### config.mk
export PLATFORM = sky130hd
export DESIGN_NAME = substitution_cipher_grouped_stream
export DESIGN_NICKNAME = d
export VERILOG_FILES = /design/src/scgs_pkg.sv /design/src/scgs_front.sv /design/src/scgs_queue.sv /design/src/scgs_back.sv /design/src/substitution_cipher_grouped_stream.sv
export SDC_FILE = /design/constraint.sdc
export NUM_CORES = 1
export LEC_CHECK = 0
export BUFFER_PORTS_ARGS = -buffer_cell sky130_fd_sc_hd__buf_2
export CORE_ASPECT_RATIO = 0.9
export CORE_MARGIN = 2
export CORE_UTILIZATION = 58
export DETAILED_ROUTE_END_ITERATION = 10
export GPL_ROUTABILITY_DRIVEN = 0
export GPL_TIMING_DRIVEN = 0
export MAX_ROUTING_LAYER = met4
export PLACE_DENSITY = 0.74
export SLEW_MARGIN = 10
export SYNTH_ARGS = -nofsm -noshare
export SYNTH_HDL_FRONTEND = slang
export SYNTH_SLANG_ARGS = --single-unit
### constraint.sdc
create_clock -name clk -period 3.99 [get_ports clk]
set_clock_uncertainty 0.2 [all_clocks]
set_input_delay 0.798 -clock clk [delete_from_list [all_inputs] [get_ports clk]]
set_output_delay 0.798 -clock clk [all_outputs]
set_load 0.05 [all_outputs]
### src/scgs_pkg.sv
// Shared types, constants and operation codes for the grouped substitution cipher.
// No dependencies; every other file imports this package.
package scgs_pkg;

    // Alphabet and output grouping
    localparam int ALPHABET_SIZE   = 26;
    localparam int GROUP_LENGTH    = 5;
    localparam int GROUPS_PER_LINE = 10;

    localparam int LETTER_W = $clog2(ALPHABET_SIZE);
    localparam int CNT_W    = $clog2(ALPHABET_SIZE + 1);
    localparam int GRP_W    = (GROUP_LENGTH > 1) ? $clog2(GROUP_LENGTH) : 1;
    localparam int LINE_W   = (GROUPS_PER_LINE > 1) ? $clog2(GROUPS_PER_LINE) : 1;

    // Job queue between front and back
    localparam int QUEUE_DEPTH = 4;
    localparam int QPTR_W      = $clog2(QUEUE_DEPTH);
    localparam int QCNT_W      = $clog2(QUEUE_DEPTH + 1);

    // Operation codes
    localparam logic [1:0] OP_KEY      = 2'd0;
    localparam logic [1:0] OP_KEY_DONE = 2'd1;
    localparam logic [1:0] OP_TEXT     = 2'd2;
    localparam logic [1:0] OP_END      = 2'd3;

    // Characters
    localparam logic [7:0] CHAR_A       = 8'd65;
    localparam logic [7:0] CHAR_LOWER_A = 8'd97;
    localparam logic [7:0] CHAR_LOWER_Z = 8'd122;
    localparam logic [7:0] CHAR_Z       = 8'd90;
    localparam logic [7:0] CASE_OFFSET  = 8'd32;
    localparam logic [7:0] CHAR_SPACE   = 8'd32;
    localparam logic [7:0] CHAR_CR      = 8'd13;
    localparam logic [7:0] CHAR_LF      = 8'd10;
    localparam logic [7:0] CHAR_NONE    = 8'd0;

    // Beat slots of one job, emitted from low to high
    localparam int BEAT_W     = 4;
    localparam int BEAT_CHAR  = 0;
    localparam int BEAT_SPACE = 1;
    localparam int BEAT_CR    = 2;
    localparam int BEAT_LF    = 3;

    typedef struct packed {
        logic [1:0] op;
        logic [7:0] byte_value;
    } cmd_t;

    typedef struct packed {
        logic [7:0] out_char;
        logic       has_char;
        logic       key_error;
        logic       last;
    } chr_t;

    typedef struct packed {
        logic [BEAT_W-1:0] beats;
        logic              has_letter;
        logic [7:0]        letter;
        logic              key_error;
    } job_t;

endpackage

### src/scgs_front.sv
// Front end: accepts command beats, runs key loading, table lookup and grouping.
// Pushes one job per result-producing command into the job queue. Uses scgs_pkg.
module scgs_front import scgs_pkg::*;
(
    input  logic clk,
    input  logic rst_n,
    input  logic cmd_valid,
    input  cmd_t cmd,
    input  logic queue_full,
    input  logic cfg_valid,
    input  logic cfg_data,
    output logic push,
    output job_t job
);

    logic [LETTER_W-1:0] fwd_reg [ALPHABET_SIZE];
    logic [LETTER_W-1:0] inv_reg [ALPHABET_SIZE];

    logic [ALPHABET_SIZE-1:0] seen_reg, seen_next;
    logic [CNT_W-1:0]         key_cnt_reg, key_cnt_next;
    logic                     dup_reg, dup_next;
    logic                     key_bad_reg, key_bad_next;
    logic [GRP_W-1:0]         lig_reg, lig_next;
    logic [LINE_W-1:0]        gil_reg, gil_next;
    logic                     decrypt_reg;

    logic                accept;
    logic [7:0]          folded;
    logic                is_letter;
    logic [LETTER_W-1:0] li;
    logic [LETTER_W-1:0] lookup_idx;
    logic [LETTER_W-1:0] mapped;
    logic [LETTER_W-1:0] mapped_fix;
    logic                grp_full;
    logic                line_full;
    logic                tbl_we;

    assign accept = cmd_valid && !queue_full;

    // Fold case and classify the byte
    assign folded = (cmd.byte_value >= CHAR_LOWER_A && cmd.byte_value <= CHAR_LOWER_Z)
                    ? cmd.byte_value - CASE_OFFSET : cmd.byte_value;
    assign is_letter  = (folded >= CHAR_A) && (folded <= CHAR_Z);
    assign li         = LETTER_W'(folded - CHAR_A);
    assign lookup_idx = is_letter ? li : '0;

    // Look up the substitute letter
    assign mapped     = decrypt_reg ? inv_reg[lookup_idx] : fwd_reg[lookup_idx];
    assign mapped_fix = (mapped >= LETTER_W'(ALPHABET_SIZE)) ? '0 : mapped;

    assign grp_full  = (lig_reg == GRP_W'(GROUP_LENGTH - 1));
    assign line_full = (gil_reg == LINE_W'(GROUPS_PER_LINE - 1));

    // Decide next state and the job to queue
    always_comb
    begin
        seen_next    = seen_reg;
        key_cnt_next = key_cnt_reg;
        dup_next     = dup_reg;
        key_bad_next = key_bad_reg;
        lig_next     = lig_reg;
        gil_next     = gil_reg;
        tbl_we       = 1'b0;
        push         = 1'b0;
        job          = '0;
        if (accept)
        begin
            unique case (cmd.op)
                OP_KEY:
                begin
                    key_bad_next = 1'b1;
                    if (is_letter)
                    begin
                        if (key_cnt_reg >= CNT_W'(ALPHABET_SIZE))
                        begin
                            dup_next = 1'b1;
                        end
                        else
                        begin
                            if (seen_reg[li])
                            begin
                                dup_next = 1'b1;
                            end
                            else
                            begin
                                seen_next[li] = 1'b1;
                                tbl_we        = 1'b1;
                            end
                            key_cnt_next = key_cnt_reg + 1'b1;
                        end
                    end
                end
                OP_KEY_DONE:
                begin
                    key_bad_next  = !((key_cnt_reg == CNT_W'(ALPHABET_SIZE)) && !dup_reg);
                    seen_next     = '0;
                    key_cnt_next  = '0;
                    dup_next      = 1'b0;
                    push          = 1'b1;
                    job.beats     = BEAT_W'(1) << BEAT_CHAR;
                    job.key_error = key_bad_next;
                end
                OP_TEXT:
                begin
                    if (key_bad_reg)
                    begin
                        push          = 1'b1;
                        job.beats     = BEAT_W'(1) << BEAT_CHAR;
                        job.key_error = 1'b1;
                    end
                    else if (is_letter)
                    begin
                        push                 = 1'b1;
                        job.has_letter       = 1'b1;
                        job.letter           = CHAR_A + 8'(mapped_fix);
                        job.beats[BEAT_CHAR] = 1'b1;
                        if (grp_full)
                        begin
                            lig_next              = '0;
                            job.beats[BEAT_SPACE] = 1'b1;
                            if (line_full)
                            begin
                                gil_next           = '0;
                                job.beats[BEAT_CR] = 1'b1;
                                job.beats[BEAT_LF] = 1'b1;
                            end
                            else
                            begin
                                gil_next = gil_reg + 1'b1;
                            end
                        end
                        else
                        begin
                            lig_next = lig_reg + 1'b1;
                        end
                    end
                end
                OP_END:
                begin
                    push               = 1'b1;
                    job.beats[BEAT_CR] = 1'b1;
                    job.beats[BEAT_LF] = 1'b1;
                    job.key_error      = key_bad_reg;
                    lig_next           = '0;
                    gil_next           = '0;
                end
                default:
                begin
                    push = 1'b0;
                end
            endcase
        end
    end

    // Control state
    always_ff @(posedge clk or negedge rst_n)
    begin
        if (!rst_n)
        begin
            seen_reg    <= '0;
            key_cnt_reg <= '0;
            dup_reg     <= 1'b0;
            key_bad_reg <= 1'b1;
            lig_reg     <= '0;
            gil_reg     <= '0;
            decrypt_reg <= 1'b0;
        end
        else
        begin
            seen_reg    <= seen_next;
            key_cnt_reg <= key_cnt_next;
            dup_reg     <= dup_next;
            key_bad_reg <= key_bad_next;
            lig_reg     <= lig_next;
            gil_reg     <= gil_next;
            if (cfg_valid)
            begin
                decrypt_reg <= cfg_data;
            end
        end
    end

    // Write the forward and inverse tables on a new key letter
    always_ff @(posedge clk)
    begin
        if (tbl_we)
        begin
            fwd_reg[key_cnt_reg[LETTER_W-1:0]] <= li;
            inv_reg[li]                        <= key_cnt_reg[LETTER_W-1:0];
        end
    end

    a_cnt_bound: assert property (@(posedge clk) disable iff (!rst_n)
        key_cnt_reg <= CNT_W'(ALPHABET_SIZE))
        else $error("key letter count exceeds alphabet size");

    a_key_done_clears: assert property (@(posedge clk) disable iff (!rst_n)
        (accept && cmd.op == OP_KEY_DONE) |=> (key_cnt_reg == '0 && seen_reg == '0 && !dup_reg))
        else $error("key state not cleared after key done");

endmodule

### src/scgs_queue.sv
// Small job queue decoupling the front end from the output sequencer.
// Register-based FIFO of job_t entries from scgs_pkg.
module scgs_queue import scgs_pkg::*;
(
    input  logic clk,
    input  logic rst_n,
    input  logic push,
    input  job_t push_job,
    input  logic pop,
    output job_t head,
    output logic empty,
    output logic full
);

    job_t              slot_reg [QUEUE_DEPTH];
    logic [QPTR_W-1:0] wr_ptr_reg;
    logic [QPTR_W-1:0] rd_ptr_reg;
    logic [QCNT_W-1:0] cnt_reg;

    assign empty = (cnt_reg == '0);
    assign full  = (cnt_reg == QCNT_W'(QUEUE_DEPTH));
    assign head  = slot_reg[rd_ptr_reg];

    // Advance pointers and count
    always_ff @(posedge clk or negedge rst_n)
    begin
        if (!rst_n)
        begin
            wr_ptr_reg <= '0;
            rd_ptr_reg <= '0;
            cnt_reg    <= '0;
        end
        else
        begin
            if (push)
            begin
                wr_ptr_reg <= wr_ptr_reg + 1'b1;
            end
            if (pop)
            begin
                rd_ptr_reg <= rd_ptr_reg + 1'b1;
            end
            if (push && !pop)
            begin
                cnt_reg <= cnt_reg + 1'b1;
            end
            else if (pop && !push)
            begin
                cnt_reg <= cnt_reg - 1'b1;
            end
        end
    end

    // Store the pushed job
    always_ff @(posedge clk)
    begin
        if (push)
        begin
            slot_reg[wr_ptr_reg] <= push_job;
        end
    end

endmodule

### src/scgs_back.sv
// Back end: expands queued jobs into character beats through an output register.
// One beat per unstalled cycle; letter, space, CR, LF in order. Uses scgs_pkg.
module scgs_back import scgs_pkg::*;
(
    input  logic clk,
    input  logic rst_n,
    input  logic queue_empty,
    input  job_t head,
    output logic pop,
    output logic chr_valid,
    input  logic chr_stall,
    output chr_t chr
);

    logic [BEAT_W-1:0] mask_reg;
    logic              has_letter_reg;
    logic [7:0]        letter_reg;
    logic              kerr_reg;
    logic              chr_valid_reg;
    chr_t              chr_reg;

    logic              from_queue;
    logic              src_valid;
    logic [BEAT_W-1:0] src_mask;
    logic              src_has_letter;
    logic [7:0]        src_letter;
    logic              src_kerr;
    logic [BEAT_W-1:0] pick;
    logic [BEAT_W-1:0] rest;
    logic              load;
    chr_t              beat;

    // Pick the source: leftover beats of the current job, else the queue head
    assign from_queue     = (mask_reg == '0);
    assign src_valid      = !from_queue || !queue_empty;
    assign src_mask       = from_queue ? head.beats : mask_reg;
    assign src_has_letter = from_queue ? head.has_letter : has_letter_reg;
    assign src_letter     = from_queue ? head.letter : letter_reg;
    assign src_kerr       = from_queue ? head.key_error : kerr_reg;

    assign pick = src_mask & (~src_mask + 1'b1);
    assign rest = src_mask & ~pick;
    assign load = src_valid && (!chr_valid_reg || !chr_stall);
    assign pop  = load && from_queue;

    // Build the next beat
    always_comb
    begin
        beat.key_error = src_kerr;
        beat.last      = (rest == '0);
        beat.has_char  = 1'b1;
        priority if (pick[BEAT_CHAR])
        begin
            beat.out_char = src_has_letter ? src_letter : CHAR_NONE;
            beat.has_char = src_has_letter;
        end
        else if (pick[BEAT_SPACE])
        begin
            beat.out_char = CHAR_SPACE;
        end
        else if (pick[BEAT_CR])
        begin
            beat.out_char = CHAR_CR;
        end
        else
        begin
            beat.out_char = CHAR_LF;
        end
    end

    // Control: remaining beats and output valid
    always_ff @(posedge clk or negedge rst_n)
    begin
        if (!rst_n)
        begin
            mask_reg      <= '0;
            chr_valid_reg <= 1'b0;
        end
        else
        begin
            if (load)
            begin
                mask_reg      <= rest;
                chr_valid_reg <= 1'b1;
            end
            else if (!chr_stall)
            begin
                chr_valid_reg <= 1'b0;
            end
        end
    end

    // Payload: hold job fields and the output beat
    always_ff @(posedge clk)
    begin
        if (pop)
        begin
            has_letter_reg <= head.has_letter;
            letter_reg     <= head.letter;
            kerr_reg       <= head.key_error;
        end
        if (load)
        begin
            chr_reg <= beat;
        end
    end

    assign chr_valid = chr_valid_reg;
    assign chr       = chr_reg;

    a_pop_when_drained: assert property (@(posedge clk) disable iff (!rst_n)
        pop |-> (mask_reg == '0))
        else $error("queue popped while beats of a job remain");

    a_pending_has_beat: assert property (@(posedge clk) disable iff (!rst_n)
        (mask_reg != '0) |-> chr_valid_reg)
        else $error("pending beats without a beat in the output register");

endmodule

### src/substitution_cipher_grouped_stream.sv
// Top level of the grouped substitution cipher stream block.
// Instantiates scgs_front, scgs_queue and scgs_back; uses scgs_pkg.

// Byte-stream substitution cipher with five-letter groups and ten groups per line.
// Command beats (key byte, key done, text byte, end of text) are taken one per
// cycle while the four-entry job queue has room; the front end decides every
// command in the cycle it is accepted. Results leave one beat per cycle from a
// registered output while chr_stall is low, so a letter gives one to four beats
// (four when it closes a line), and the sustained rate is set by that output
// port. The first beat of a command passes through the job queue and then the
// output register. Commands that give no result (key bytes, non-letter text
// under a valid key) use no queue slot. The mode register is always ready;
// write it only while the block is idle.
module substitution_cipher_grouped_stream import scgs_pkg::*;
(
    input  logic clk,
    input  logic rst_n,
    input  logic cmd_valid,
    output logic cmd_stall,
    input  cmd_t cmd,
    output logic chr_valid,
    input  logic chr_stall,
    output chr_t chr,
    input  logic cfg_valid,
    output logic cfg_ready,
    input  logic cfg_data
);

    logic push;
    job_t push_job;
    logic pop;
    job_t head;
    logic queue_empty;
    logic queue_full;

    assign cmd_stall = queue_full;
    assign cfg_ready = 1'b1;

    scgs_front u_front
    (
        .clk        (clk),
        .rst_n      (rst_n),
        .cmd_valid  (cmd_valid),
        .cmd        (cmd),
        .queue_full (queue_full),
        .cfg_valid  (cfg_valid),
        .cfg_data   (cfg_data),
        .push       (push),
        .job        (push_job)
    );

    scgs_queue u_queue
    (
        .clk      (clk),
        .rst_n    (rst_n),
        .push     (push),
        .push_job (push_job),
        .pop      (pop),
        .head     (head),
        .empty    (queue_empty),
        .full     (queue_full)
    );

    scgs_back u_back
    (
        .clk         (clk),
        .rst_n       (rst_n),
        .queue_empty (queue_empty),
        .head        (head),
        .pop         (pop),
        .chr_valid   (chr_valid),
        .chr_stall   (chr_stall),
        .chr         (chr)
    );

endmodule

Word level (Yosys, flattened, before mapping)
Memories as Yosys holds them, arrays and structs flattened.
Cells that the tools add are included.
Widths: inputs -> output; s select.
Word-level totals
  bits of input ports: 16
  memories kept: 3
  bits in latches: 0
  word-level logic and storage cells: 160
  output and inout port bits: 14
  memory bits (writable): 316
  memory bits (read-only): 0
  register bits after elaboration: 74
Operators by class
  eq/ne operators: 15
  muxes and demuxes: 65
  add/sub/neg operators: 11
  shift operators: 0
  divide/modulo/power cells: 0
  bitwise logic cells: 5
  order comparisons: 8
  $mul: 0
  reductions and logical operators: 34
Memories
  u_front.fwd_reg: words 26, width 5, read ports 1, clocked after Yosys merged registers in 0, wr ports 1, RTL line scgs_front.sv:16  | logic [LETTER_W-1:0] fwd_reg [ALPHABET_SIZE];
  u_front.inv_reg: words 26, width 5, read ports 1, clocked after Yosys merged registers in 0, wr ports 1, RTL line scgs_front.sv:17  | logic [LETTER_W-1:0] inv_reg [ALPHABET_SIZE];
  u_queue.slot_reg: words 4, width 14, read ports 1, clocked after Yosys merged registers in 0, wr ports 1, RTL line scgs_queue.sv:15  | job_t slot_reg [QUEUE_DEPTH];
Operators with widths (number)
  $mux 26: 3
  $pmux 26 s2: 1
  $mux 8: 5
  $or 26x26->26: 1
  $mux 5: 5
  $mux 4: 6
  $mux 1: 22
  $mux 3: 7
  $mux 9: 2
  $ge 8x7->1 const B: 2
  $le 8x7->1 const B: 2
  $mux 14: 1
  $mux 13: 1
  $reduce_and 4->1: 3
  $ge 5x5->1 const B: 2
  $pmux 5 s2: 1
  $reduce_and 5->1: 2
  $logic_and 1x1->1: 9
  $logic_not 1->1: 9
  $add 4x1->4 const B: 2
  $add 7x5->8 const A: 1
  $and 4x4->4: 2
  $logic_not 4->1: 2
  $ne 2x1->1 const B: 4
  30 further kinds: 43

Depth between registers and ports, before layout
Gate-level depths: netlist (run 1).
An unclocked memory read counts as a cell.
  word-level depth: 15
  gate-level depth with buffers: 21
  mapped depth without buffers: 16

Cells and area by module
Synthesis (run 1) repeated with hierarchy kept, for this count alone.
Unflattened totals
  cell total of the unflattened synthesis: 1178
  area, all modules: 16719.8 sq um
Modules (own cells, without submodules)
  scgs_front: area an instance 13528.0 sq um, cells an instance 1013, seq. area each 8834.7 sq um, instances 1
  scgs_queue: area an instance 2446.1 sq um, cells an instance 107, seq. area each 1856.8 sq um, instances 1
  scgs_back: area an instance 734.5 sq um, cells an instance 56, seq. area each 460.4 sq um, instances 1
  substitution_cipher_grouped_stream: area an instance 11.3 sq um, cells an instance 2, seq. area each 0.0 sq um, instances 1

Worst setup path before layout (run 1)
No wires, ideal clock.
  kind: input -> register
  start point: in cmd[0] (netlist bit)
  end point: mem u_queue.slot_reg[0][3] (netlist bit), data pin
  slack: -1934 ps
  data arrival time: 5545 ps
  required time: 3611 ps
  library setup time: 179 ps
  cell stages on the path: 18
  cell sequence: buf_4 > buf_4 > inv_2 > buf_1 > ha_1 > nor3b_1 > xnor2_1 > clkinv_1 > nand3_1 > a2111oi_0 > a311o_1 > a211oi_1 > a211oi_1 > a211o_1 > and2_1 > ha_1 > or3_1 > a21oi_1
RTL lines
  start, declared: RTL line substitution_cipher_grouped_stream.sv:20  | input cmd_t cmd,
  end, declared: RTL line scgs_queue.sv:15

==> metrics.yaml, run 1 <==
logic_synthesis:
  yosys.area.top_type_share: 0.580
  ys.flop_type: "edfxtp_1"
  synthMuxAreaShare: 0.0764
  syn-cell-area_sq_um: 16300
  synth_top_area_cell: "edfxtp_1"
  synth-edff-count: 315
  synth_seq_area_share: 0.660
  yosys.area_share.adder: 0.0212
  syn_area_per_cell_sq_um: 13.8
  synth_top_family_by_area: "compound AO/OA/AOI/OAI gates"
  yosysWarnings: 0
  synth_commonest_cells: "edfxtp_1, nor2_1, nand2_1"
  async_flop_share: 0.142
  synth-seq-cells: 367
  synth.top_cells.by_area: "edfxtp_1, dfrtp_1, mux4_2, mux2i_1, nor2_1"
  synth_xor_area_frac: 0.00683
  syn_inst: 1181
  synth_simple_gate_area_frac: 0.0943
  synth_most_common_cell: "edfxtp_1"
  ys_types: 90
  synth_compound_area_frac: 0.113
floorplanning:
  io_pins: 30
  row_count: 58
  die_x_um: 181
  die_h_um: 163
  initial_core_util: 0.587
  fp.coreArea_sq_um: 27800
  die_area_sq_um: 29500
run:
  maxCapViolCount: 0
timing:
  timing.slew.headroom: 0.140
  setup_ws_ps: -426
  fmax_mhz: 226
  period_minus_slack_ps: 4420
  finalSetupViolations: 20
  final_max_slew_viol_count: 0
  rsz0062_at_grt: "true"
  tightest_slew_ps: 1280
  finalHoldViolCount: 0
  period_share: 1.11
power:
  leakage_uw: 0.00729
  power.density_nw_per_um2: 510
  peakVddDrop_mv: 0.400
  finalPower_uw: 10400
setup_path:
  crit_chain: "buf_8 -> buf_12 -> buf_16 -> buf_4 -> buf_4 -> buf_4 -> nand2_1 -> nand3_2 -> a221oi_2 -> o311ai_2 -> o311ai_4 -> o21ai_2 -> a211o_1 -> and2_4 -> ha_4 -> or3_4 -> a21oi_4"
  crit_type: "in -> reg"
  crit_top_cell: "buf_4"
  cpLargestDelayFamily: "compound AO/OA/AOI/OAI gates"
  end_kind: "register"
  slowest_stage: "a221oi_2"
  worst_ep_required_time_ps: 4160
  worstSetupStartpointType: "primary input"
  arrival_ps: 4580
  max_stage_delay_ps: 560
  reg2reg_depth: 9
  crit_fanout: 10
  crit_buf_inv: 6
  worstSetupPathDepth: 17
routing:
  vias_per_cell: 6.93
  wl_per_cell_um: 29.3
  drc: 0
  dr.pass1.iters: 9
  num_vias: 11900
  drtIter0Drc: 1905
  ant_nets: 0
  routed_wl_um: 50400
grt:
  grt_pass1_vias: 11200
  grt_overflow_total: 0
  grt_usage: 0.340
  antenna_found_initial: 1
  grt_pass1_wl_um: 71300
  grt_max_degree: 53
finish:
  n_antenna_cell: 0
  final_nets: 1377
  drive_above_1_share: 0.314
  stdcell_area_sq_um: 20300
  area_growth_pct: 24.7
clocking:
  cts_tree: "done"
  numCtsBuffers: 38
  cts.sinks: 367
  clockRootBuffer: "clkbuf_16"
  htreeDepth: 2
  cts_buffer_depth: 3
  clk_latency_ps: 550
  clkTransAtPathRegs_ps: 60
worst_hold_path:
  hold_class: "in -> async"
status:
  failed_checks: "setup timing"
  outcome: "finished with violations"
placement:
  placed_area_sq_um: 17500
  dp_hpwl_um: 30200
  port_buffers: 26
-- per-stage QoR --
stage | setup slack (ps) | hold slack (ps) | std cells | utilization | TNS (ps)
3_5_place_dp | -1950 | 281 | 1571 | 0.630 | -396170
4_1_cts | -276 | 250 | 1678 | 0.706 | -5340
6_report | -426 | 97.3 | 1721 | 0.732 | -4800
5_1_grt | -437 | 146 | 1721 | 0.732 | -6040
3_3_place_gp | -1900 | 261 | 1571 | 0.630 | -389510
2_1_floorplan | -423 | 247 | 1185 | - | -11420
-- path summary, 6_finish.rpt --
path	from	endpoint	slack [ps]
setup / recovery	cmd[0]	u_queue.slot_reg[0][3]$_DFFE_PP_	-430
hold / removal	rst_n	u_back.mask_reg[3]$_DFFE_PN0P_	100
setup reg to reg	u_front.key_cnt_reg[4]$_DFFE_PN0P_	u_front.seen_reg[12]$_DFFE_PN0P_	550
hold reg to reg	u_back.chr_valid$_DFFE_PN0P_	u_back.chr_valid$_DFFE_PN0P_	290
max in group asynchronous	rst_n	u_front.key_cnt_reg[4]$_DFFE_PN0P_	2970
min in group clk	cfg_valid	u_front.decrypt_reg$_DFFE_PN0P_	250
-- repair_timing --
| action | CTS | global route |
|---|---|---|
| gates cloned | 2 | 2 |
| resized for setup | 126 | 77 |
| endpoints found under the setup margin | 330 | 288 |
| pin swaps | 23 | 34 |
| buffers inserted | 38 | 43 |
| hold buffers | 0 | 0 |
-- area by class of cell --
type	count	area, sq um
flip-flops and latches	367	10800
fillers	1684	7450
multi-input cells	719	6290
clock buffers	51	1030
repair buffers	109	857
plain buffers	67	601
well taps	360	450
clock inverters	16	176
inverters	30	149
repair inverters	2	13.8
-- metal layers --
metal,global-route usage,share of wire,vias to the layer above
met2,0.494,0.44,933
li1,-,-,4866
met3,0.103,0.14,277
met4,0.173,0.064,0
met5,-,0,-
met1,0.438,0.35,5845
-- power breakdown --
group	switching (uW)	leakage [uW]	total [uW]	internal, uW
Combinational	1290	0.00308	2040	743
Sequential	271	0.00362	4820	4550
Clock	1490	0.000592	3510	2020
-- kinds of logic (layout without fill, tap and decap cells) --
kind of cell | Yosys count | after routing
buffers and inverters | 99 | 275
XOR/XNOR | 11 | 11
other | 2 | 6
AO/OA/AOI/OAI | 265 | 265
AND/OR/NAND/NOR | 319 | 319
flip-flops | 367 | 367
multiplexers | 91 | 91
adder cells (fa/ha/maj) | 27 | 27
-- layout by cell type, fill, tap and decap left out, types with 7 or more instances in the layout --
cell type  instances
and3_1             7
a211oi_1          12
inv_1             26
buf_2             30
nand3_1           15
nor2_4            50
buf_6             15
and2_1            17
a21o_1             7
clkbuf_16         39
nor2_1            64
a31oi_1           14
buf_4             84
o31ai_1            8
o211ai_1           9
edfxtp_1         315
mux2_2            16
nor2b_1            9
nand2_1           63
nor3_4             7
nor3_1            12
or3_1              8
mux2i_1           49
ha_1              22
nand2_4            8
buf_8              8
dfrtp_1           46
clkbuf_1          26
mux4_2            25
a21oi_1           60
clkbuf_8           7
o21ai_0           37
(Power assumes the default switching activity.)
==> inputs of run 2 (changes only) <==
Clock period 3.99 ns to 4.5 ns, I/O delays scaled along.
==> run 2 against run 1 <==
The flow finishes with violations (DRC, setup timing). Clock power is 7.7% lower. Worst hold slack better by 98 ps. Cell count fell by 1.8%. Global-route usage shrank 0.52 points. Count of clock-buffer cells in the layout down 7. Utilization shrank 2.2 points. First-iteration DRC count up 4.2%. Sequential cell count unchanged. Die area stayed put. Power decreased by 11%. Worst setup slack improved by 360 ps. Sequential power is 11% lower. Largest cell class unchanged. Highest routed layer unchanged.
==> metrics.yaml, run 2 (same netlist as run 1, synthesis figures left out) <==
timing:
  period_minus_slack_ps: 4570
  tightest_slew_ps: 1200  # -81.2 ps
  period_share: 1.01
  finalSetupViolations: 4  # -80%
  fmax_mhz: 219
  setup_ws_ps: -65.4  # +361 ps
  final_max_slew_viol_count: 0  # unchanged
  tns_ps: -259  # +4540 ps
  finalHoldViolCount: 0  # unchanged
  timing.slew.headroom: 0.197  # +0.0574
setup_path:
  cpLargestDelayFamily: "compound AO/OA/AOI/OAI gates"
  r2r_start: "u_front.key_cnt_reg[3]$_DFFE_PN0P_"
  crit_start: "cmd[0]"
  arrival_ps: 4720  # +140 ps
  reg2reg_depth: 10  # +1
  crit_chain: "buf_4 -> buf_12 -> buf_16 -> inv_16 -> buf_16 -> ha_4 -> xnor2_4 -> buf_4 -> clkbuf_4 -> o21ai_0 -> a211oi_1 -> a211oi_1 -> a211oi_4 -> o21ai_1 -> a211o_1 -> and2_1 -> ha_2 -> or3_4 -> a21oi_4"
  crit_buf_inv: 7  # +1
  worstSetupStartpointType: "primary input"
  worst_ep_required_time_ps: 4650  # +490 ps
  slowest_stage: "a211oi_1"
  crit_type: "in -> reg"
  reg2reg_to: "u_front.seen_reg[14]$_DFFE_PN0P_"
  max_stage_delay_ps: 400  # -160 ps
  end_kind: "register"
  rrSetupSlack_ps: 350  # -200 ps
  crit_fanout: 10  # unchanged
status:
  failed_checks: "DRC, setup timing"
  outcome: "finished with violations"
floorplanning:
  fp.coreArea_sq_um: 27800  # unchanged
  die_x_um: 181  # unchanged
  die_h_um: 163  # unchanged
  initial_core_util: 0.587  # unchanged
  row_count: 58  # unchanged
  io_pins: 30  # unchanged
  die_area_sq_um: 29500  # unchanged
power:
  peakVddDrop_mv: 0.442  # +10%
  power.density_nw_per_um2: 467  # -8.3%
  leakage_uw: 0.00705  # -3.3%
finish:
  layout_common_cells: "edfxtp_1, nor2_1, nand2_1"
  layout_commonest_cell: "edfxtp_1"
  n_antenna_cell: 0  # unchanged
  nFillCells: 1783  # +5.9%
  stdcell_area_sq_um: 19700  # -3.1%
  final_nets: 1344  # -2.4%
  drive_above_1_share: 0.283  # -0.0310
  area_growth_pct: 20.9
clocking:
  numCtsBuffers: 38  # unchanged
  cts.sinks: 367  # unchanged
  clk_latency_ps: 550  # about the same
  cts_buffer_depth: 3  # unchanged
  holdBufCountCts: 0  # unchanged
  clkTransAtPathRegs_ps: 60  # about the same
  htreeDepth: 2  # unchanged
  cts_tree: "done"
  clockRootBuffer: "clkbuf_16"
grt:
  antenna_found_initial: 0  # -1
  grt_pass1_vias: 11300  # +0.80%
  grt_overflow_total: 0  # unchanged
  grt_pass1_wl_um: 70400  # -1.2%
  grt_usage: 0.335  # -0.00517
  grt_max_degree: 53  # unchanged
run:
  maxCapViolCount: 0  # unchanged
worst_hold_path:
  hold_class: "in -> async"
routing:
  routed_wl_um: 48700  # -3.3%
  wl_per_cell_um: 28.8  # -1.6%
  num_vias: 11700  # -2.0%
  drtIter0Drc: 1985  # +4.2%
  drc: 9  # +9
  dr.pass1.iters: 11  # +2
  ant_nets: 0  # unchanged
  vias_per_cell: 6.91  # -0.22%
placement:
  dp_hpwl_um: 29800  # -1.2%
  placed_area_sq_um: 17200  # -1.9%
  port_buffers: 26  # unchanged
run 2: layer usage:
metal,routed length [um],share of wire,up-vias,global-route usage
li1,-,-,4801,-
met1,17600,0.36,5675,0.437
met2,21500,0.44,914,0.493
met3,6430,0.13,291,0.0838
met4,3170,0.065,0,0.171
met5,0,0,-,-
run 2: report_power, final:
part / total, uW / switching (uW) / internal, uW
combinational: 1710 / 1090 / 620
clock: 3240 / 1330 / 1910
sequential: 4270 / 235 / 4030
total: 9220 / 2660 / 6560
run 2: repair_timing:
item	in CTS	in global routing
pin swaps	19	18
setup buffers	34	12
resized for setup	158	51
gates cloned	2	3
endpoints found under the setup margin	350	118
endpoints found under the hold margin	0	0
run 2: stage by stage:
| stage | worst slack [ps] | power, uW | hold WS (ps) | util | std cells |
|---|---|---|---|---|---|
| after global routing | -53.3 | 9510 | 259 | 0.709 | 1690 |
| after CTS | 5.34 | 9150 | 281 | 0.697 | 1675 |
| after global placement | -1700 | 5780 | 263 | 0.618 | 1571 |
| after detailed placement | -1700 | 5840 | 269 | 0.618 | 1571 |
| after floorplan | -26.1 | 5350 | 247 | - | 1185 |
| final | -65.4 | 9220 | 195 | 0.709 | 1690 |
run 2: how the worst max path moves through the flow:
stage                                             endpoint  cells after the start  slack [ps]
after floorplan           u_queue.slot_reg[0][3]$_DFFE_PP_                     18         -30
after global placement    u_queue.slot_reg[0][3]$_DFFE_PP_                     20       -1700
after detailed placement  u_front.fwd_reg[25][2]$_DFFE_PP_                     17       -1700
after CTS                 u_queue.slot_reg[0][3]$_DFFE_PP_                     16           5
after global routing      u_queue.slot_reg[1][3]$_DFFE_PP_                     20         -50
final                     u_queue.slot_reg[0][3]$_DFFE_PP_                     19         -70
run 2: cell type report:
class,instances,area (sq um),area share
Sequential cell,367,10800,0.546
Multi-Input combinational cell,719,5840,0.296
Clock buffer,44,1000,0.0510
Buffer,68,658,0.0334
Timing Repair Buffer,75,559,0.0284
Tap cell,360,450,0.0228
Clock inverter,25,279,0.0142
Inverter,30,149,0.00755
Timing Repair inverter,2,13.8,0.000698
